### src/design/udp_header_rewrite_unit_assert.svh
// assertion macros for the udp header rewrite unit
// expects i_clk and i_rst_n in the including module
`ifndef UDP_HEADER_REWRITE_UNIT_ASSERT_SVH
`define UDP_HEADER_REWRITE_UNIT_ASSERT_SVH

// property checked on every rising clock edge outside reset
`define UHR_ASSERT(label, prop, msg) \
    label: assert property (@(posedge i_clk) disable iff (!i_rst_n) (prop)) else $error(msg);

// implication from a trigger to a consequence in the next cycle
`define UHR_ASSERT_NEXT(label, trig, cons, msg) \
    label: assert property (@(posedge i_clk) disable iff (!i_rst_n) (trig) |=> (cons)) \
        else $error(msg);

`endif

### src/design/uhr_pkg.sv
// shared types and constants of the udp header rewrite unit
// no dependencies
package uhr_pkg;

    // header store sizing
    localparam int HDR_DEPTH  = 60;
    localparam int HDR_ADDR_W = $clog2(HDR_DEPTH);
    localparam int HDR_CNT_W  = $clog2(HDR_DEPTH + 1);

    // frame layout
    localparam int POS_W        = 7;
    localparam int ETH_LEN      = 14;
    localparam int POS_MAX      = 127;
    localparam int IHL_MIN      = 5;
    localparam int IP_CSUM_HI   = 10;
    localparam int IP_CSUM_LO   = 11;
    localparam int SUM_W        = 21;

    // configuration port
    localparam int CFG_DATA_W = 48;
    localparam int CFG_IDX_W  = 3;

    typedef enum logic [CFG_IDX_W-1:0] {
        CFG_DEST_MAC    = 3'd0,
        CFG_SOURCE_IP   = 3'd1,
        CFG_DEST_IP     = 3'd2,
        CFG_SOURCE_PORT = 3'd3,
        CFG_DEST_PORT   = 3'd4
    } t_cfg_idx;

    typedef struct packed {
        logic [7:0] in_byte;
        logic       in_last;
    } t_in_item;

    typedef struct packed {
        logic [7:0] out_byte;
        logic       out_last;
        logic       out_truncated;
    } t_out_item;

endpackage

### src/design/uhr_ram.sv
// generic single-write, single-read ram with registered read data
// no dependencies
module uhr_ram #(
    parameter int WIDTH = 8,
    parameter int DEPTH = 60,
    localparam int ADDR_W = (DEPTH > 1) ? $clog2(DEPTH) : 1
) (
    input  logic              i_clk,
    input  logic              i_wr_en,
    input  logic [ADDR_W-1:0] i_wr_addr,
    input  logic [WIDTH-1:0]  i_wr_data,
    input  logic              i_rd_en,
    input  logic [ADDR_W-1:0] i_rd_addr,
    output logic [WIDTH-1:0]  o_rd_data
);

    logic [WIDTH-1:0] r_mem [DEPTH];
    logic [WIDTH-1:0] r_rd_data;

    // write port
    always_ff @(posedge i_clk) begin
        if (i_wr_en) begin
            r_mem[i_wr_addr] <= i_wr_data;
        end
    end

    // read port, data holds while no read is issued
    always_ff @(posedge i_clk) begin
        if (i_rd_en) begin
            r_rd_data <= r_mem[i_rd_addr];
        end
    end

    assign o_rd_data = r_rd_data;

endmodule

### src/design/udp_header_rewrite_unit.sv
// Ethernet / IPv4 / UDP header rewrite: replaces destination MAC, IP addresses,
// UDP ports, clears the UDP checksum, recomputes the IPv4 header checksum. Uses
// uhr_pkg, uhr_ram and the assertion macro header.
//
// Usage:
//  - input channel i_in_valid / o_in_stall / i_in_data carries one frame byte per
//    transfer; output channel o_out_valid / i_out_stall / o_out_data the same.
//  - configuration is written through i_cfg_wr_en / i_cfg_idx / i_cfg_wdata while
//    the unit is idle; indexes above the destination port are ignored.
//  - Ethernet header and bytes after the IP header: one byte per cycle unless the
//    receiver stalls; the result reaches the output register in the cycle after the transfer.
//  - IP header bytes are written into the header store and produce nothing until
//    the last header byte (or frame end); then the held bytes are read back, one
//    per cycle unless the receiver stalls, through the store's read port and the
//    output register, so a header of N bytes gives a burst of N output bytes.
//    Input is stalled while the burst drains.
//  - a frame ending inside the IP header flushes the held bytes with the
//    truncated flag set.
//  - synchronous reset clears the frame state and configuration; the header
//    store is not cleared, only written entries are ever read.
//  - when the receiver stalls, the output register holds its byte and the input
//    side stalls as soon as a new byte would need the output register.
`include "udp_header_rewrite_unit_assert.svh"

module udp_header_rewrite_unit (
    input  logic                                i_clk,
    input  logic                                i_rst_n,
    input  logic                                i_cfg_wr_en,
    input  logic [uhr_pkg::CFG_IDX_W-1:0]       i_cfg_idx,
    input  logic [uhr_pkg::CFG_DATA_W-1:0]      i_cfg_wdata,
    input  logic                                i_in_valid,
    output logic                                o_in_stall,
    input  uhr_pkg::t_in_item                   i_in_data,
    output logic                                o_out_valid,
    input  logic                                i_out_stall,
    output uhr_pkg::t_out_item                  o_out_data
);

    import uhr_pkg::*;

    typedef enum logic [1:0] {
        S_PASS  = 2'b01,
        S_FLUSH = 2'b10
    } t_state;

    // ones' complement fold of the running header sum
    function automatic logic [15:0] fold_sum(input logic [SUM_W-1:0] s);
        logic [16:0] s1;
        logic [16:0] s2;
        s1 = {1'b0, s[15:0]} + 17'(s[SUM_W-1:16]);
        s2 = s1 + 17'(s1[16]);
        return ~s2[15:0];
    endfunction

    // configuration registers
    logic [47:0] r_dest_mac;
    logic [31:0] r_source_ip;
    logic [31:0] r_dest_ip;
    logic [15:0] r_source_port;
    logic [15:0] r_dest_port;

    // frame state
    t_state               r_state;
    logic [POS_W-1:0]     r_byte_pos;
    logic [3:0]           r_header_words;
    logic [SUM_W-1:0]     r_sum;
    logic [15:0]          r_csum;
    logic [HDR_CNT_W-1:0] r_flush_count;
    logic                 r_flush_last;
    logic                 r_flush_trunc;
    logic [HDR_CNT_W-1:0] r_issue_idx;
    logic                 r_rd_valid;
    logic [HDR_CNT_W-1:0] r_rd_idx;

    // output register
    logic                 r_out_valid;
    t_out_item            r_out_data;

    logic [POS_W-1:0]     off;
    logic [POS_W-1:0]     hlen;
    logic [POS_W-1:0]     hlen_raw;
    logic                 in_eth;
    logic                 in_hdr;
    logic                 hdr_done;
    logic                 flush_go;
    logic                 out_ready;
    logic                 in_acc;
    logic                 issue;
    logic                 flush_load;
    logic                 pass_load;
    logic [7:0]           hdr_byte;
    logic [7:0]           pass_byte;
    logic [2:0]           mac_sel;
    logic [POS_W-1:0]     udp_off;
    logic [SUM_W-1:0]     addend;
    logic [SUM_W-1:0]     sum_next;
    logic [7:0]           rd_data;
    logic [7:0]           flush_byte;
    logic [3:0]           ihl;

    // configuration writes
    always_ff @(posedge i_clk) begin
        if (!i_rst_n) begin
            r_dest_mac    <= '0;
            r_source_ip   <= '0;
            r_dest_ip     <= '0;
            r_source_port <= '0;
            r_dest_port   <= '0;
        end else if (i_cfg_wr_en) begin
            unique case (i_cfg_idx)
                CFG_DEST_MAC:    r_dest_mac    <= i_cfg_wdata;
                CFG_SOURCE_IP:   r_source_ip   <= i_cfg_wdata[31:0];
                CFG_DEST_IP:     r_dest_ip     <= i_cfg_wdata[31:0];
                CFG_SOURCE_PORT: r_source_port <= i_cfg_wdata[15:0];
                CFG_DEST_PORT:   r_dest_port   <= i_cfg_wdata[15:0];
                default: ;
            endcase
        end
    end

    // position decode
    assign off      = r_byte_pos - POS_W'(ETH_LEN);
    assign hlen_raw = {1'b0, r_header_words, 2'b00};
    assign hlen     = (hlen_raw > POS_W'(HDR_DEPTH)) ? POS_W'(HDR_DEPTH) : hlen_raw;
    assign in_eth   = r_byte_pos < POS_W'(ETH_LEN);
    assign in_hdr   = !in_eth && ((off == '0) || (off < hlen));
    assign hdr_done = in_hdr && (off == hlen - POS_W'(1));
    assign flush_go = in_hdr && (hdr_done || i_in_data.in_last);

    // handshake
    assign out_ready  = !r_out_valid || !i_out_stall;
    assign o_in_stall = (r_state != S_PASS) || (!in_hdr && !out_ready);
    assign in_acc     = i_in_valid && !o_in_stall;
    assign pass_load  = in_acc && !in_hdr;

    // rewritten header byte
    always_comb begin
        hdr_byte = i_in_data.in_byte;
        case (off)
            7'd10, 7'd11: hdr_byte = 8'h00;
            7'd12: hdr_byte = r_source_ip[31:24];
            7'd13: hdr_byte = r_source_ip[23:16];
            7'd14: hdr_byte = r_source_ip[15:8];
            7'd15: hdr_byte = r_source_ip[7:0];
            7'd16: hdr_byte = r_dest_ip[31:24];
            7'd17: hdr_byte = r_dest_ip[23:16];
            7'd18: hdr_byte = r_dest_ip[15:8];
            7'd19: hdr_byte = r_dest_ip[7:0];
            default: ;
        endcase
    end

    // checksum accumulation, even offsets are the high byte
    assign addend   = off[0] ? SUM_W'(hdr_byte) : SUM_W'({hdr_byte, 8'h00});
    assign sum_next = r_sum + addend;
    assign ihl      = i_in_data.in_byte[3:0];

    // pass-through byte: mac, ethernet tail, udp header and payload
    assign mac_sel = 3'd5 - r_byte_pos[2:0];
    assign udp_off = off - hlen;
    always_comb begin
        pass_byte = i_in_data.in_byte;
        if (in_eth) begin
            if (r_byte_pos < POS_W'(6)) begin
                pass_byte = r_dest_mac[{mac_sel, 3'b000} +: 8];
            end
        end else begin
            case (udp_off)
                7'd0: pass_byte = r_source_port[15:8];
                7'd1: pass_byte = r_source_port[7:0];
                7'd2: pass_byte = r_dest_port[15:8];
                7'd3: pass_byte = r_dest_port[7:0];
                7'd6, 7'd7: pass_byte = 8'h00;
                default: ;
            endcase
        end
    end

    // frame position, header length and running sum
    always_ff @(posedge i_clk) begin
        if (!i_rst_n) begin
            r_byte_pos     <= '0;
            r_header_words <= 4'(IHL_MIN);
            r_sum          <= '0;
        end else if (in_acc) begin
            if (i_in_data.in_last) begin
                r_byte_pos     <= '0;
                r_header_words <= 4'(IHL_MIN);
                r_sum          <= '0;
            end else begin
                if (r_byte_pos < POS_W'(POS_MAX)) begin
                    r_byte_pos <= r_byte_pos + POS_W'(1);
                end
                if (in_hdr) begin
                    r_sum <= sum_next;
                end
                if (in_hdr && (off == '0)) begin
                    r_header_words <= (ihl < 4'(IHL_MIN)) ? 4'(IHL_MIN) : ihl;
                end
            end
        end
    end

    // header store
    uhr_ram #(
        .WIDTH (8),
        .DEPTH (HDR_DEPTH)
    ) u_hdr_store (
        .i_clk     (i_clk),
        .i_wr_en   (in_acc && in_hdr),
        .i_wr_addr (off[HDR_ADDR_W-1:0]),
        .i_wr_data (hdr_byte),
        .i_rd_en   (issue),
        .i_rd_addr (r_issue_idx[HDR_ADDR_W-1:0]),
        .o_rd_data (rd_data)
    );

    // flush read-out: issue a read when the read stage can move on
    assign issue      = (r_state == S_FLUSH) && (r_issue_idx != r_flush_count)
                        && (!r_rd_valid || out_ready);
    assign flush_load = r_rd_valid && out_ready;

    always_ff @(posedge i_clk) begin
        if (!i_rst_n) begin
            r_state       <= S_PASS;
            r_rd_valid    <= 1'b0;
            r_issue_idx   <= '0;
            r_flush_count <= '0;
            r_flush_last  <= 1'b0;
            r_flush_trunc <= 1'b0;
        end else begin
            unique case (r_state)
                S_PASS: begin
                    if (in_acc && flush_go) begin
                        r_state       <= S_FLUSH;
                        r_issue_idx   <= '0;
                        r_flush_count <= off[HDR_CNT_W-1:0] + HDR_CNT_W'(1);
                        r_flush_last  <= i_in_data.in_last;
                        r_flush_trunc <= !hdr_done;
                    end
                end
                S_FLUSH: begin
                    if (issue) begin
                        r_issue_idx <= r_issue_idx + HDR_CNT_W'(1);
                        r_rd_valid  <= 1'b1;
                    end else if (flush_load) begin
                        r_rd_valid <= 1'b0;
                    end
                    if ((r_issue_idx == r_flush_count) && !r_rd_valid) begin
                        r_state <= S_PASS;
                    end
                end
                default: r_state <= S_PASS;
            endcase
        end
    end

    // payload of the flush path
    always_ff @(posedge i_clk) begin
        if (in_acc && flush_go) begin
            r_csum <= fold_sum(sum_next);
        end
        if (issue) begin
            r_rd_idx <= r_issue_idx;
        end
    end

    always_comb begin
        flush_byte = rd_data;
        if (r_rd_idx == HDR_CNT_W'(IP_CSUM_HI)) begin
            flush_byte = r_csum[15:8];
        end else if (r_rd_idx == HDR_CNT_W'(IP_CSUM_LO)) begin
            flush_byte = r_csum[7:0];
        end
    end

    // output register
    always_ff @(posedge i_clk) begin
        if (!i_rst_n) begin
            r_out_valid <= 1'b0;
        end else if (pass_load || flush_load) begin
            r_out_valid <= 1'b1;
        end else if (!i_out_stall) begin
            r_out_valid <= 1'b0;
        end
    end

    always_ff @(posedge i_clk) begin
        if (pass_load) begin
            r_out_data.out_byte      <= pass_byte;
            r_out_data.out_last      <= i_in_data.in_last;
            r_out_data.out_truncated <= in_eth && i_in_data.in_last;
        end else if (flush_load) begin
            r_out_data.out_byte      <= flush_byte;
            r_out_data.out_last      <= r_flush_last
                                        && (r_rd_idx == r_flush_count - HDR_CNT_W'(1));
            r_out_data.out_truncated <= r_flush_trunc;
        end
    end

    assign o_out_valid = r_out_valid;
    assign o_out_data  = r_out_data;

    // checks
    `UHR_ASSERT(a_rd_only_in_flush, !r_rd_valid || (r_state == S_FLUSH), "read stage busy outside flush")
    `UHR_ASSERT(a_issue_bound, (r_state != S_FLUSH) || (r_issue_idx <= r_flush_count), "read index past held bytes")
    `UHR_ASSERT(a_flush_nonempty, (r_state != S_FLUSH) || (r_flush_count != '0), "flush with no held bytes")
    `UHR_ASSERT_NEXT(a_flush_start, in_acc && flush_go, (r_state == S_FLUSH) && (r_issue_idx == '0), "header end did not start flush")

endmodule
### config.mk
export PLATFORM = sky130hd
export DESIGN_NAME = udp_header_rewrite_unit
export DESIGN_NICKNAME = d
export VERILOG_FILES = /design/src/design/uhr_pkg.sv /design/src/design/uhr_ram.sv /design/src/design/udp_header_rewrite_unit.sv
export VERILOG_INCLUDE_DIRS = /design/src /design/src/design
export SDC_FILE = /design/constraint.sdc
export NUM_CORES = 1
export LEC_CHECK = 0
export ABC_AREA = 1
export BUFFER_PORTS_ARGS = -buffer_cell sky130_fd_sc_hd__buf_2
export CAP_MARGIN = 20
export CELL_PAD_IN_SITES_DETAIL_PLACEMENT = 2
export CELL_PAD_IN_SITES_GLOBAL_PLACEMENT = 2
export CORE_MARGIN = 2
export CORE_UTILIZATION = 37
export DETAILED_ROUTE_END_ITERATION = 10
export GPL_TIMING_DRIVEN = 0
export PLACE_DENSITY_LB_ADDON = 0.1
export SLEW_MARGIN = 10
export SYNTH_ARGS = -nofsm -noshare
export SYNTH_HDL_FRONTEND = slang
export SYNTH_SLANG_ARGS = --single-unit
### constraint.sdc
create_clock -name i_clk -period 7.17 [get_ports i_clk]
set_clock_uncertainty 0.15 [all_clocks]
set_input_delay 1.7925 -clock i_clk [delete_from_list [all_inputs] [get_ports i_clk]]
set_output_delay 1.7925 -clock i_clk [all_outputs]
set_load 0.1 [all_outputs]
After elaboration in Yosys (flattened, before gate mapping)
Memories as Yosys holds them, arrays and structs flattened. A register that Yosys moved wholly into a read port is not among the register bits.
Index checks and enable logic that the tools add are counted.
{"block": "totals", "register_bits": 226, "latchBits": 0, "ram_bits": 480, "mem_bits_ro": 0, "inputBits": 65, "out_inout_bits": 12, "word_cells": 153, "mem_count": 1}
{"memory": "u_hdr_store.r_mem", "words": 60, "width": 8, "rd": 1, "rd_ports_with_merged_regs": 1, "write_ports": 1, "line_no": "uhr_ram.sv:17", "text": "logic [WIDTH-1:0] r_mem [DEPTH];"}
{"block": "op_classes", "addsub": 11, "mul": 0, "div_mod_pow": 0, "magnitude_cmp": 6, "n_eq_ne": 32, "shift": 1, "n_mux": 29, "bitwise": 1, "reduce_logical": 52}
{"cell": "$pmux 8 s9", "n": 1}
{"cell": "$shiftx 48x7->8", "n": 1}
{"cell": "$eq 7x4->1 const B", "n": 6}
{"cell": "$mux 21", "n": 2}
{"cell": "$pmux 8 s5", "n": 1}
{"cell": "$mux 8", "n": 4}
{"cell": "$eq 7x5->1 const B", "n": 4}
{"cell": "$reduce_and 2->1", "n": 11}
{"cell": "$add 21x16->21", "n": 1}
{"cell": "$mux 10", "n": 2}
{"cell": "$mux 6", "n": 3}
{"cell": "$add 16x5->17", "n": 1}
{"cell": "$add 16x1->16", "n": 1}
{"cell": "$mux 16", "n": 1}
{"cell": "$not 16->16", "n": 1}
{"cell": "$logic_and 1x1->1", "n": 15}
{"cell": "$eq 7x2->1 const B", "n": 2}
{"cell": "$eq 7x3->1 const B", "n": 2}
{"cell": "$logic_not 7->1", "n": 2}
{"cell": "$mux 7", "n": 2}
{"cell": "$add 6x1->6 const B", "n": 2}
{"cell": "$eq 6x4->1 const B", "n": 2}
{"cell": "$eq 6x6->1", "n": 2}
{"cell": "$mux 4", "n": 3}
{"cell": "other kinds (32)", "n": 60}

Longest topological paths before layout
Gate-level depths: netlist of the first run.
{"block": "depth", "word_depth": 13, "ltp_mapped": 53, "depth_no_buf": 52}

Modules after synthesis
From an unflattened synthesis of the first run, not the netlist that was laid out.
{"block": "hier_totals", "cells_unflattened": 3626, "hier_area_um2": 32920.3}
{"module": "uhr_ram", "n_inst": 1, "cells_each": 1778, "area_per_inst_um2": 20248.2, "seq_area_each_um2": 14654.1}
{"module": "udp_header_rewrite_unit", "n_inst": 1, "cells_each": 1848, "area_per_inst_um2": 12672.2, "seq_area_each_um2": 4844.6}

Worst setup path before layout of the first run
No wires, ideal clock.
{"block": "synth_timing", "path_type": "reg-to-reg", "start": "reg r_byte_pos[1]", "end": "reg r_csum[12], data pin", "t_arrival_ns": 6.671, "t_required_ns": 6.762, "setup_slack_ns": 0.091, "stages_incl_launch_ff": 50, "n_path_buf": 2, "cell_sequence": "dfxtp_1 buf_2 inv_1 clkbuf_1 ha_1 inv_1 nand2_1 nor2_1 nand2_1 nand2_1 nor2_1 nand2_2 nand3_1 nand2_1 nor2_1 ha_1 fa_1 nand2_1 [... 14 more ...] nor2_1 nand4_1 inv_1 nand4_1 nor2_1 ha_1 nand2_1 nor2_1 nand3_1 nor2_1 nand3_1 nor2_1 nand2_1 nor2_1 nand2_1 nor2_1 nand2_1 xor2_1"}
{"block": "synth_via", "elab_chain_cells": 9}
{"item": "start: declaration", "line_no": "udp_header_rewrite_unit.sv:64", "text": "logic [POS_W-1:0] r_byte_pos;"}
{"item": "start signal: assignment", "line_no": "udp_header_rewrite_unit.sv:192", "text": "r_byte_pos <= r_byte_pos + POS_W'(1);"}
{"item": "$sub 7x4->7 *", "line_no": "udp_header_rewrite_unit.sv:122", "text": "assign off = r_byte_pos - POS_W'(ETH_LEN);"}
{"item": "$eq 7x4->1", "line_no": "udp_header_rewrite_unit.sv:139", "text": "case (off)"}
{"item": "$reduce_or 2->1", "line_no": "udp_header_rewrite_unit.sv:139"}
{"item": "$pmux 8 s9 *", "line_no": "udp_header_rewrite_unit.sv:139"}
{"item": "$mux 16 *", "line_no": "udp_header_rewrite_unit.sv:154", "text": "assign addend = off[0] ? SUM_W'(hdr_byte) : SUM_W'({hdr_byte, 8'h00});"}
{"item": "$add 21x16->21 *", "line_no": "udp_header_rewrite_unit.sv:155", "text": "assign sum_next = r_sum + addend;"}
{"item": "$add 16x5->17 *", "line_no": "udp_header_rewrite_unit.sv:50", "text": "s1 = {1'b0, s[15:0]} + 17'(s[SUM_W-1:16]);"}
{"item": "$add 16x1->16 *", "line_no": "udp_header_rewrite_unit.sv:51", "text": "s2 = s1 + 17'(s1[16]);"}
{"item": "$not 16->16 *", "line_no": "udp_header_rewrite_unit.sv:52", "text": "return ~s2[15:0];"}
{"item": "end signal: assignment", "line_no": "udp_header_rewrite_unit.sv:261", "text": "r_csum <= fold_sum(sum_next);"}
{"item": "end: declaration", "line_no": "udp_header_rewrite_unit.sv:67", "text": "logic [15:0] r_csum;"}
Mark *: on every way between the ends. The rest lies on a longest branch, timed or not.
A chain may end at the register's enable or synchronous reset.

Worst setup path in the final report of the first run
{"block": "layout_timing", "start": "reg r_byte_pos[1]", "end": "reg r_csum[15], data pin"}
Same word-level chain as after synthesis.

==> results of run 1 <==
==> power by group <==
part | leakage [nW] | internal (mW) | total, mW | switching (mW)
logic | 6.48 | 0.149 | 0.547 | 0.398
clock network | 1.32 | 2.53 | 4.37 | 1.84
registers | 6.26 | 4.46 | 4.48 | 0.0237
total | 14.1 | 7.14 | 9.39 | 2.26
==> through the flow <==
stage / power, mW / instances / setup TNS (ns)
floorplan: 4.82 / 3293 / 0
global placement: 5.00 / 4512 / -30.93
detailed placement: 5.03 / 4522 / -36.03
CTS: 9.39 / 4780 / -1.23
global route: 9.64 / 4821 / -6.49
finish: 9.39 / 4821 / -4.02
==> synthesized netlist by cell type, types with 21 or more instances <==
library cell  instances  area (um2)
ha_1                 38         475
dfxtp_1             194        3880
o21ai_0             495        2480
nand3_1             157         786
clkbuf_1            157         589
nand2_1             310        1160
o22ai_1             120         751
xor2_1               23         201
nand4_1              21         131
inv_1               159         597
o211ai_1             21         158
a21oi_1             135         676
nor2_1              751        2820
edfxtp_1            520       15600
nor3_1               24         120
==> cell families (layout without fill, tap and decap cells) <==
logic type	after synthesis	count (layout)	share of synthesized area
DFF	714	714	0.613
buffers and inverters	356	738	0.0435
muxes	8	8	0.00252
and+or+nand+nor	1296	1298	0.167
adders and majority gates	41	41	0.0168
xor gates and xnor gates	41	41	0.0124
AOI/OAI and AO/OA	837	837	0.145
==> critical path: cells and delay by family (launching register included) <==
kind	cells	cell delay, ns
compound gates	3	0.40
buf+inv	22	2.41
fa+ha+maj	3	0.86
simple gates	28	3.19
flops	1	0.38
==> layer usage <==
metal / vias to the layer above / GRT usage / share of wire
met1: 14100 / 0.373 / 0.40
met2: 821 / 0.550 / 0.50
met5: - / 0 / 0
li1: 12200 / - / -
met3: 298 / 0.0351 / 0.043
met4: 0 / 0.133 / 0.048
==> how the worst max path moves through the flow <==
stage	cells past startpoint	startpoint	slack, ns	to
final	56	r_byte_pos[1]$_SDFFE_PN0P_	-0.54	r_csum[15]$_DFFE_PP_
after global routing	53	r_byte_pos[1]$_SDFFE_PN0P_	-0.79	r_csum[15]$_DFFE_PP_
after CTS	53	r_byte_pos[1]$_SDFFE_PN0P_	-0.26	r_csum[15]$_DFFE_PP_
after detailed placement	49	r_byte_pos[0]$_SDFFE_PN0P_	-3.03	r_csum[12]$_DFFE_PP_
after global placement	48	r_byte_pos[0]$_SDFFE_PN0P_	-2.65	r_csum[12]$_DFFE_PP_
after floorplan	49	r_byte_pos[1]$_SDFFE_PN0P_	0.09	r_csum[12]$_DFFE_PP_
==> registers in the layout (all words and copies together), names as in the netlist, 4 cells and up <==
name	cells
r_dest_mac	48
r_byte_pos	7
u_hdr_store.o_rd_data	8
r_flush_count	6
r_sum	21
r_header_words	4
u_hdr_store.r_mem	480
r_csum	16
r_source_ip	32
r_issue_idx	6
o_out_data	10
r_dest_ip	32
r_source_port	16
r_rd_idx	6
r_dest_port	16
==> timing repair <==
item / 4_1_cts / 5_1_grt
setup endpoints to repair: 16 / 13
hold endpoints to repair: 0 / 0
setup buffers: 115 / 44
cloned: 1 / 1
gates resized for setup: 190 / 113
pin swaps: 71 / 66
hold buffers: 0 / 0
==> final cells by class <==
| cell class | instances | area (um2) |
|---|---|---|
| Buffer | 179 | 762 |
| Clock inverter | 37 | 503 |
| Multi-Input combinational cell | 2225 | 12000 |
| Inverter | 174 | 683 |
| Sequential cell | 714 | 19500 |
| Timing Repair Buffer | 241 | 1820 |
| Tap cell | 1144 | 1430 |
| Clock buffer | 107 | 2230 |
| Fill cell | 8983 | 46200 |
==> impl_metrics.env, run 1 <==
export IMPL_min_to="r_source_port[15]$_SDFFE_PN0P_"
export IMPL_ys_ff_latch=714
export IMPL_fin_nets=3723
export IMPL_routed_via_density=5.69
export IMPL_final_cell_area_um2=39000
export IMPL_cts_buffers=82
export IMPL_relSlewSlack=0.231
export IMPL_critPathMaxFanout=8
export IMPL_clockRootBuffer="clkbuf_16"
export IMPL_dp_hpwl_mm=97.5
export IMPL_r2r_end="r_csum[15]$_DFFE_PP_"
export IMPL_final_cell_mix="nor2_1 (707), edfxtp_1 (520), o21ai_0 (484), nand2_1 (262), dfxtp_1 (189)"
export IMPL_worstHoldStart="r_source_port[15]$_SDFFE_PN0P_"
export IMPL_port_buffers=75
export IMPL_drc=0
export IMPL_worst_path_largest_cell_delay_ns=0.38
export IMPL_hold_violations=0
export IMPL_cp_common_cell="buf_4"
export IMPL_grt_max_degree=47
export IMPL_synth_ff_type="edfxtp_1"
export IMPL_dr_pass1_iters=5
export IMPL_grt_pass1_vias=29900
export IMPL_status="finished with violations"
export IMPL_synth_cell_types=53
export IMPL_hold_ws_ns=0.306
export IMPL_rows=107
export IMPL_htree_levels=3
export IMPL_clk_latency_ns=0.66
export IMPL_utilization=0.458
export IMPL_grt_setup_unrepaired="yes"
export IMPL_tightestPinTransition_ns=1.15
export IMPL_detail_route_wl_per_cell_um=29.4
export IMPL_core_area_um2=85100
export IMPL_clkTransAtPathRegs_ns=0.06
export IMPL_cp_required_ns=7.41
export IMPL_ff2ff_setup_slack_ns=-0.54
export IMPL_violations="negative setup slack"
export IMPL_final_common_cell="nor2_1"
export IMPL_cts_buffer_depth=3
export IMPL_r2r_start="r_byte_pos[1]$_SDFFE_PN0P_"
export IMPL_cts_sinks=714
export IMPL_die_y_um=297
export IMPL_first_iter_violations=2106
export IMPL_fmax_mhz=130
export IMPL_yosysWarnings=0
export IMPL_wirelength_mm=142
export IMPL_ys_seq_area_frac=0.613
export IMPL_rr_worst_depth=56
export IMPL_netlist_instances=3293
export IMPL_n_antenna_cell=0
export IMPL_gr_usage_all_layers=0.307
export IMPL_areaGrowthSynthToFinish_pct=22.5
export IMPL_drv_slew=0
export IMPL_whs_path_depth=2
export IMPL_dr_total_vias=27400
export IMPL_die_w_um=297
export IMPL_post_place_ws_ns=-3.03
export IMPL_antenna_found_initial=0
export IMPL_globalplace_congestion=0.959
export IMPL_grt_pass1_wl_mm=202
export IMPL_powerDensity_nw_per_um2=241
export IMPL_period_minus_slack_ns=7.71
export IMPL_irDropWorstVdd_mv=0.156
export IMPL_dpl_cell_area_um2=33800
export IMPL_initial_core_util=0.374
export IMPL_start_kind="flop"
export IMPL_worst_setup_path_type="flop to flop"
export IMPL_critPathArrivalTime_ns=7.95
export IMPL_cts_tree="built"
export IMPL_worstSetupEndpointType="flop"
export IMPL_postSynthAreaPerCell_um2=9.66
export IMPL_die_area_um2=88300
export IMPL_detail_route_antenna_nets=0
export IMPL_setup_slack_ns=-0.541
export IMPL_setup_viol=10
export IMPL_layout_drive_gt1_share=0.165
export IMPL_async_reset_ff_frac=0
export IMPL_synth_area_um2=31800
export IMPL_hold_path_class="flop to flop"
export IMPL_synth_nets=3399
export IMPL_finalCritPeriodShare=1.08
export IMPL_ios=77
export IMPL_leakage_nw=14.1
export IMPL_slowest_stage="dfxtp_4"
export IMPL_overflow=0
export IMPL_drv_cap=0
export IMPL_synth_edf_count=520
Power figures use the tool's default switching activity.
==> run 2: changes to the inputs <==
--- a/config.mk
+++ b/config.mk
@@ -13,6 +13,7 @@
 export CELL_PAD_IN_SITES_GLOBAL_PLACEMENT = 2
 export CORE_MARGIN = 2
 export CORE_UTILIZATION = 37
+export CTS_BUF_LIST = sky130_fd_sc_hd__clkbuf_16
 export DETAILED_ROUTE_END_ITERATION = 10
 export GPL_TIMING_DRIVEN = 0
 export PLACE_DENSITY_LB_ADDON = 0.1
==> constraint.sdc (replaced) <==
create_clock -name i_clk -period 7.17 [get_ports i_clk]
set_clock_uncertainty 0.15 [all_clocks]
set_input_delay 1.434 -clock i_clk [delete_from_list [all_inputs] [get_ports i_clk]]
set_output_delay 1.434 -clock i_clk [all_outputs]
set_load 0.1 [all_outputs]
==> run 2 against run 1 <==
Setup slack better by 0.15 ns. Largest cell class unchanged. Clock power decreased by 2%. Sequential power barely moved. Critical path type unchanged. Critical endpoint is now r_csum[12]$_DFFE_PP_. Final area rose by 0.18%. The run still ends with negative setup slack left. Highest routed layer unchanged. Combinational power about the same. Fmax up 2.0%. Global-route usage rose by 0.18 points. Via count grew 0.24%. Total power is 0.76% lower. Critical path depth is 5 lower. Register-to-register slack gained 0.15 ns.
==> impl_metrics.env, run 2 (synthesis gave the netlist of run 1 again) <==
export IMPL_status="finished with violations"
export IMPL_violations="negative setup slack"
export IMPL_relSlewSlack=0.200
export IMPL_irDropWorstVdd_mv=0.160
export IMPL_ios=77
export IMPL_critPathArrivalTime_ns=7.79
export IMPL_wirelength_mm=141
export IMPL_n_antenna_cell=0
export IMPL_hold_violations=0
export IMPL_final_common_cell="nor2_1"
export IMPL_port_buffers=75
export IMPL_fin_nets=3723
export IMPL_largest_reg_flops=480
export IMPL_worstSetupEndpointType="flop"
export IMPL_dp_hpwl_mm=97.5
export IMPL_die_w_um=297
export IMPL_clockRootBuffer="clkbuf_16"
export IMPL_cts_tree="built"
export IMPL_clkTransAtPathRegs_ns=0.06
export IMPL_hold_buffers=0
export IMPL_critPathMaxFanout=6
export IMPL_worst_path_largest_cell_delay_ns=0.37
export IMPL_routed_via_density=5.70
export IMPL_path_delay_family="simple AND/OR/NAND/NOR gates"
export IMPL_cp_common_cell="buf_4"
export IMPL_start_kind="flop"
export IMPL_detail_route_wl_per_cell_um=29.3
export IMPL_antenna_found_initial=0
export IMPL_first_iter_violations=2196
export IMPL_cts_buffer_depth=3
export IMPL_clk_latency_ns=0.64
export IMPL_drc=0
export IMPL_cp_required_ns=7.40
export IMPL_worst_setup_path_type="flop to flop"
export IMPL_gr_usage_all_layers=0.309
export IMPL_initial_core_util=0.374
export IMPL_setup_slack_ns=-0.391
export IMPL_final_cell_mix="nor2_1 (707), edfxtp_1 (520), o21ai_0 (486), nand2_1 (254), dfxtp_1 (189)"
export IMPL_reg_top3="u_hdr_store.r_mem: 480 flops, r_dest_mac: 48 flops"
export IMPL_period_minus_slack_ns=7.56
export IMPL_critPathBufInv=14
export IMPL_hold_ws_ns=0.305
export IMPL_slowest_stage="dfxtp_4"
export IMPL_core_area_um2=85100
export IMPL_overflow=0
export IMPL_cts_buffers=82
export IMPL_fmax_mhz=132
export IMPL_leakage_nw=14.1
export IMPL_areaGrowthSynthToFinish_pct=22.7
export IMPL_detail_route_antenna_nets=0
export IMPL_grt_max_degree=47
export IMPL_die_y_um=297
export IMPL_cts_sinks=714
export IMPL_globalplace_congestion=0.959
export IMPL_grt_pass1_vias=30100
export IMPL_grt_setup_unrepaired="yes"
export IMPL_setup_viol=10
export IMPL_hold_path_class="flop to flop"
export IMPL_fin_setup_tns_ns=-2.86
export IMPL_drv_cap=0
export IMPL_die_area_um2=88300
export IMPL_dr_total_vias=27500
export IMPL_rows=107
export IMPL_layout_drive_gt1_share=0.167
export IMPL_top_register="u_hdr_store.r_mem"
export IMPL_drv_slew=0
export IMPL_finalCritPeriodShare=1.05
export IMPL_htree_levels=3
export IMPL_powerDensity_nw_per_um2=239
export IMPL_tightestPinTransition_ns=1.20
export IMPL_grt_pass1_wl_mm=203
export IMPL_dr_pass1_iters=5
run 2: metal layers:
metal	routed length (um)	track usage	part of all wire	vias to the layer above
li1	-	-	-	12200
met1	56800	0.375	0.40	14100
met2	70500	0.552	0.50	841
met3	6380	0.0357	0.045	313
met4	7370	0.136	0.052	0
met5	0	0	0	-
run 2: what timing repair did:
action | CTS | global route
buffers inserted | 120 | 36
gates resized for setup | 204 | 115
cloned | 1 | 1
pin swaps | 77 | 69
setup endpoints to repair | 16 | 15
run 2: power by group:
part	internal (mW)	leakage, nW	switching, mW
clock	2.46	1.38	1.83
sequential	4.46	6.26	0.0239
combinational	0.151	6.47	0.399
run 2: cell type report:
type	instances	area, um2
buffer	179	768
multi-input combinational	2225	12100
sequential	714	19500
timing repair buffer	241	1830
inverter	174	686
fill	8969	46100
tap	1144	1430
clock inverter	60	589
clock buffer	84	2100
run 2: through the flow:
stage,cells,power [mW],worst slack [ns],instance area (um2),util
final,4821,9.32,-0.391,39000,0.458
after global routing,4821,9.57,-0.670,39000,0.458
after global placement,4512,5.00,-2.65,33600,0.395
after detailed placement,4522,5.03,-3.03,33800,0.397
after CTS,4785,9.33,-0.228,38200,0.449
after floorplan,3293,4.82,0.0909,31800,-
run 2: final timing paths:
check / from / endpoint / slack [ns] / depth (start not counted)
hold reg to reg: r_source_port[11]$_SDFFE_PN0P_ / r_source_port[11]$_SDFFE_PN0P_ / 0.30 / 2
setup / recovery: r_byte_pos[1]$_SDFFE_PN0P_ / r_csum[12]$_DFFE_PP_ / -0.39 / 51
setup reg to reg: r_byte_pos[1]$_SDFFE_PN0P_ / r_csum[12]$_DFFE_PP_ / -0.39 / 51
hold / removal: r_source_port[11]$_SDFFE_PN0P_ / r_source_port[11]$_SDFFE_PN0P_ / 0.30 / 2
run 2: worst register-to-register path: cells and delay by family (launching register included):
family,cells,cell delay (ns)
AND/OR/NAND/NOR,26,2.94
XOR/XNOR,3,0.52
buffers and inverters,14,1.75
adder cells (fa/ha/maj),3,0.83
AO/OA/AOI/OAI,5,0.76
flip-flops,1,0.37
==> run 3: changes to the inputs <==
--- a/config.mk
+++ b/config.mk
@@ -6,13 +6,12 @@
 export SDC_FILE = /design/constraint.sdc
 export NUM_CORES = 1
 export LEC_CHECK = 0
-export ABC_AREA = 1
 export BUFFER_PORTS_ARGS = -buffer_cell sky130_fd_sc_hd__buf_2
 export CAP_MARGIN = 20
 export CELL_PAD_IN_SITES_DETAIL_PLACEMENT = 2
 export CELL_PAD_IN_SITES_GLOBAL_PLACEMENT = 2
 export CORE_MARGIN = 2
-export CORE_UTILIZATION = 37
+export CORE_UTILIZATION = 41
 export CTS_BUF_LIST = sky130_fd_sc_hd__clkbuf_16
 export DETAILED_ROUTE_END_ITERATION = 10
 export GPL_TIMING_DRIVEN = 0
==> run 3 against run 2 <==
The flow still finishes with violations (negative setup slack). Total power is 3.8% lower. Synthesized cell count shrank 31%. Setup slack lost 0.32 ns. Via count down 22%. Synthesized area down 2.6%. Combinational power decreased by 29%. Non-clock buffer count decreased by 98. Highest routed layer is now met5. Clock power is 4% lower. Clock-buffer cell count down 4.
==> impl_metrics.env, run 3 <==
export IMPL_setup_viol=14
export IMPL_grt_pass1_vias=23000
export IMPL_grt_pass1_wl_mm=165
export IMPL_ys_ff_latch=714
export IMPL_clk_latency_ns=0.66
export IMPL_relSlewSlack=0.273
export IMPL_routed_via_density=5.96
export IMPL_path_delay_family="compound AO/OA/AOI/OAI gates"
export IMPL_globalplace_congestion=0.844
export IMPL_finalNonFillerCells=3590
export IMPL_detail_route_antenna_nets=0
export IMPL_worst_setup_path_type="flop to flop"
export IMPL_antenna_found_initial=9
export IMPL_final_common_cell="edfxtp_1"
export IMPL_yosysWarnings=0
export IMPL_p_sw_frac=0.234
export IMPL_drv_slew=0
export IMPL_synth_nets=2364
export IMPL_period_minus_slack_ns=7.88
export IMPL_hold_path_class="flop to flop"
export IMPL_irDropWorstVdd_mv=0.224
export IMPL_yosys_area_top_type="edfxtp_1"
export IMPL_critPathArrivalTime_ns=8.21
export IMPL_setup_slack_ns=-0.715
export IMPL_layout_drive_gt1_share=0.259
export IMPL_ios=77
export IMPL_power_frac_comb=0.044
export IMPL_yosysTopAreaCellShare=0.504
export IMPL_clockRootBuffer="clkbuf_16"
export IMPL_postSynthAreaPerCell_um2=13.7
export IMPL_port_buffers=75
export IMPL_cts_tree="built"
export IMPL_synth_area_um2=31000
export IMPL_ys_seq_area_frac=0.629
export IMPL_netlist_instances=2258
export IMPL_fin_setup_tns_ns=-8.03
export IMPL_initial_core_util=0.416
export IMPL_cts_buffer_depth=3
export IMPL_synth_edf_count=520
export IMPL_start_kind="flop"
export IMPL_die_area_um2=77800
export IMPL_gr_usage_all_layers=0.296
export IMPL_dr_total_vias=21400
export IMPL_clkTransAtPathRegs_ns=0.06
export IMPL_worstSetupEndpointType="flop"
export IMPL_synth_cell_types=84
export IMPL_die_y_um=279
export IMPL_yosys_top_cells_count="edfxtp_1 (520), nand2_1 (385), a21oi_1 (198)"
export IMPL_cts_sinks=714
export IMPL_final_cell_mix="edfxtp_1 (520), nand2_1 (370), a21oi_1 (194), dfxtp_1 (191), mux4_2 (160)"
export IMPL_cts_buffers=79
export IMPL_dr_pass1_iters=5
export IMPL_critPathMaxFanout=15
export IMPL_areaGrowthSynthToFinish_pct=20.0
export IMPL_drc=0
export IMPL_ys_top_cells_by_area="edfxtp_1 (50%), dfxtp_1 (13%), mux4_2 (12%), nand2_1 (4.7%), a21oi_1 (3.2%)"
export IMPL_switching_power_mw=2.10
export IMPL_p_clk_frac=0.459
export IMPL_grt_max_degree=49
export IMPL_first_iter_violations=1828
export IMPL_post_place_cells=3306
export IMPL_htree_levels=3
export IMPL_reg_top3="u_hdr_store.r_mem: 480 flops, r_dest_mac: 48 flops"
export IMPL_cp_required_ns=7.49
export IMPL_synth_ff_type="edfxtp_1"
export IMPL_top_register="u_hdr_store.r_mem"
export IMPL_worst_path_largest_cell_delay_ns=0.62
export IMPL_wirelength_mm=117
export IMPL_synth_most_common_cell="edfxtp_1"
export IMPL_cp_common_cell="buf_4"
export IMPL_powerDensity_nw_per_um2=241
export IMPL_finalCritPeriodShare=1.10
export IMPL_leakage_nw=12.2
export IMPL_p_seq_frac=0.497
export IMPL_slowest_stage="a21oi_1"
export IMPL_tightestPinTransition_ns=1.09
export IMPL_overflow=0
export IMPL_status="finished with violations"
export IMPL_fmax_mhz=127
export IMPL_die_w_um=279
export IMPL_hold_buffers=0
export IMPL_grt_setup_unrepaired="yes"
export IMPL_largest_reg_flops=480
export IMPL_intPower_mw=6.87
export IMPL_hold_violations=0
export IMPL_core_area_um2=74600
export IMPL_async_reset_ff_frac=0
export IMPL_critPathBufInv=8
export IMPL_nFillCells=7036
export IMPL_rows=100
export IMPL_dp_hpwl_mm=72.3
export IMPL_fin_nets=2662
export IMPL_violations="negative setup slack"
export IMPL_detail_route_wl_per_cell_um=32.6
export IMPL_drv_cap=0
export IMPL_post_place_ws_ns=-3.11
==> run 3: changes by cell type in the layout (fill, tap and decap cells not counted), moves of 115 or more <==
cell / change
nor2_1: -591
o21ai_0: -445
mux4_2: +160
nand2_1: +116
inv_1: -115
o22ai_1: -115
==> run 3: metrics by stage <==
| stage | hold WS [ns] | cell area (um2) | total power [mW] | utilization |
|---|---|---|---|---|
| after floorplan | 0.253 | 31200 | 4.72 | - |
| after CTS | 0.293 | 36600 | 9.01 | 0.491 |
| final | 0.294 | 37200 | 8.97 | 0.499 |
| after global placement | 0.265 | 32800 | 4.86 | 0.439 |
| after detailed placement | 0.270 | 32800 | 4.88 | 0.440 |
| after global routing | 0.296 | 37200 | 9.18 | 0.499 |
==> run 3: logic make-up after synthesis <==
logic type | Yosys count | share of synthesized area
xor gates and xnor gates | 72 | 0.0225
DFF | 714 | 0.629
buffers and inverters | 153 | 0.0204
and+or+nand+nor | 658 | 0.0953
muxes | 194 | 0.128
AOI/OAI and AO/OA | 426 | 0.0875
adders and majority gates | 41 | 0.0173
==> run 3: layout make-up <==
type	count	area, um2	share of cell area
clock inverters	64	596	0.0160
diodes	2	5.00	0.000135
well taps	969	1210	0.0326
multi-input cells	1405	11700	0.314
clock buffers	80	2000	0.0538
flip-flops and latches	714	19500	0.525
plain buffers	117	563	0.0151
inverters	34	153	0.00411
repair buffers	205	1480	0.0399
==> run 3: final timing paths <==
check	startpoint	slack [ns]	end	depth (start not counted)
max	r_byte_pos[2]$_SDFFE_PN0P_	-0.71	r_csum[12]$_DFFE_PP_	37
min	r_issue_idx[2]$_SDFFE_PN0P_	0.29	r_rd_idx[2]$_DFFE_PP_	0
max reg2reg	r_byte_pos[2]$_SDFFE_PN0P_	-0.71	r_csum[12]$_DFFE_PP_	37
min reg2reg	r_issue_idx[2]$_SDFFE_PN0P_	0.29	r_rd_idx[2]$_DFFE_PP_	0
==> run 3: power by group through the flow <==
stage	Clock (mW)	Sequential, mW	Combinational (mW)
2_1_floorplan	0	4.57	0.150
3_3_place_gp	0	4.55	0.319
3_5_place_dp	0	4.55	0.338
4_1_cts	4.17	4.46	0.374
5_1_grt	4.31	4.46	0.408
6_report	4.12	4.46	0.392
==> run 3: repair_timing <==
action | 4_1_cts | 5_1_grt
cloned | 14 | 1
resized for setup | 85 | 48
endpoints found under the setup margin | 16 | 16
pin swaps | 62 | 47
setup buffers | 82 | 41
==> run 3: metal layers <==
metal  vias up  global-route usage  wire length (um)
met4         6               0.116              4960
met2       747               0.502             57600
met3       228              0.0458              6290
met1     11300               0.383             48100
met5         -                   0                40
li1       9156                   -                 -
==> run 3: worst register-to-register path: cells and delay by family (launching register included) <==
kind,cells,cell delay (ns)
flops,1,0.37
xor+xnor,2,0.38
simple gates,11,1.78
compound gates,12,2.78
fa+ha+maj,4,1.02
buf+inv,8,1.23
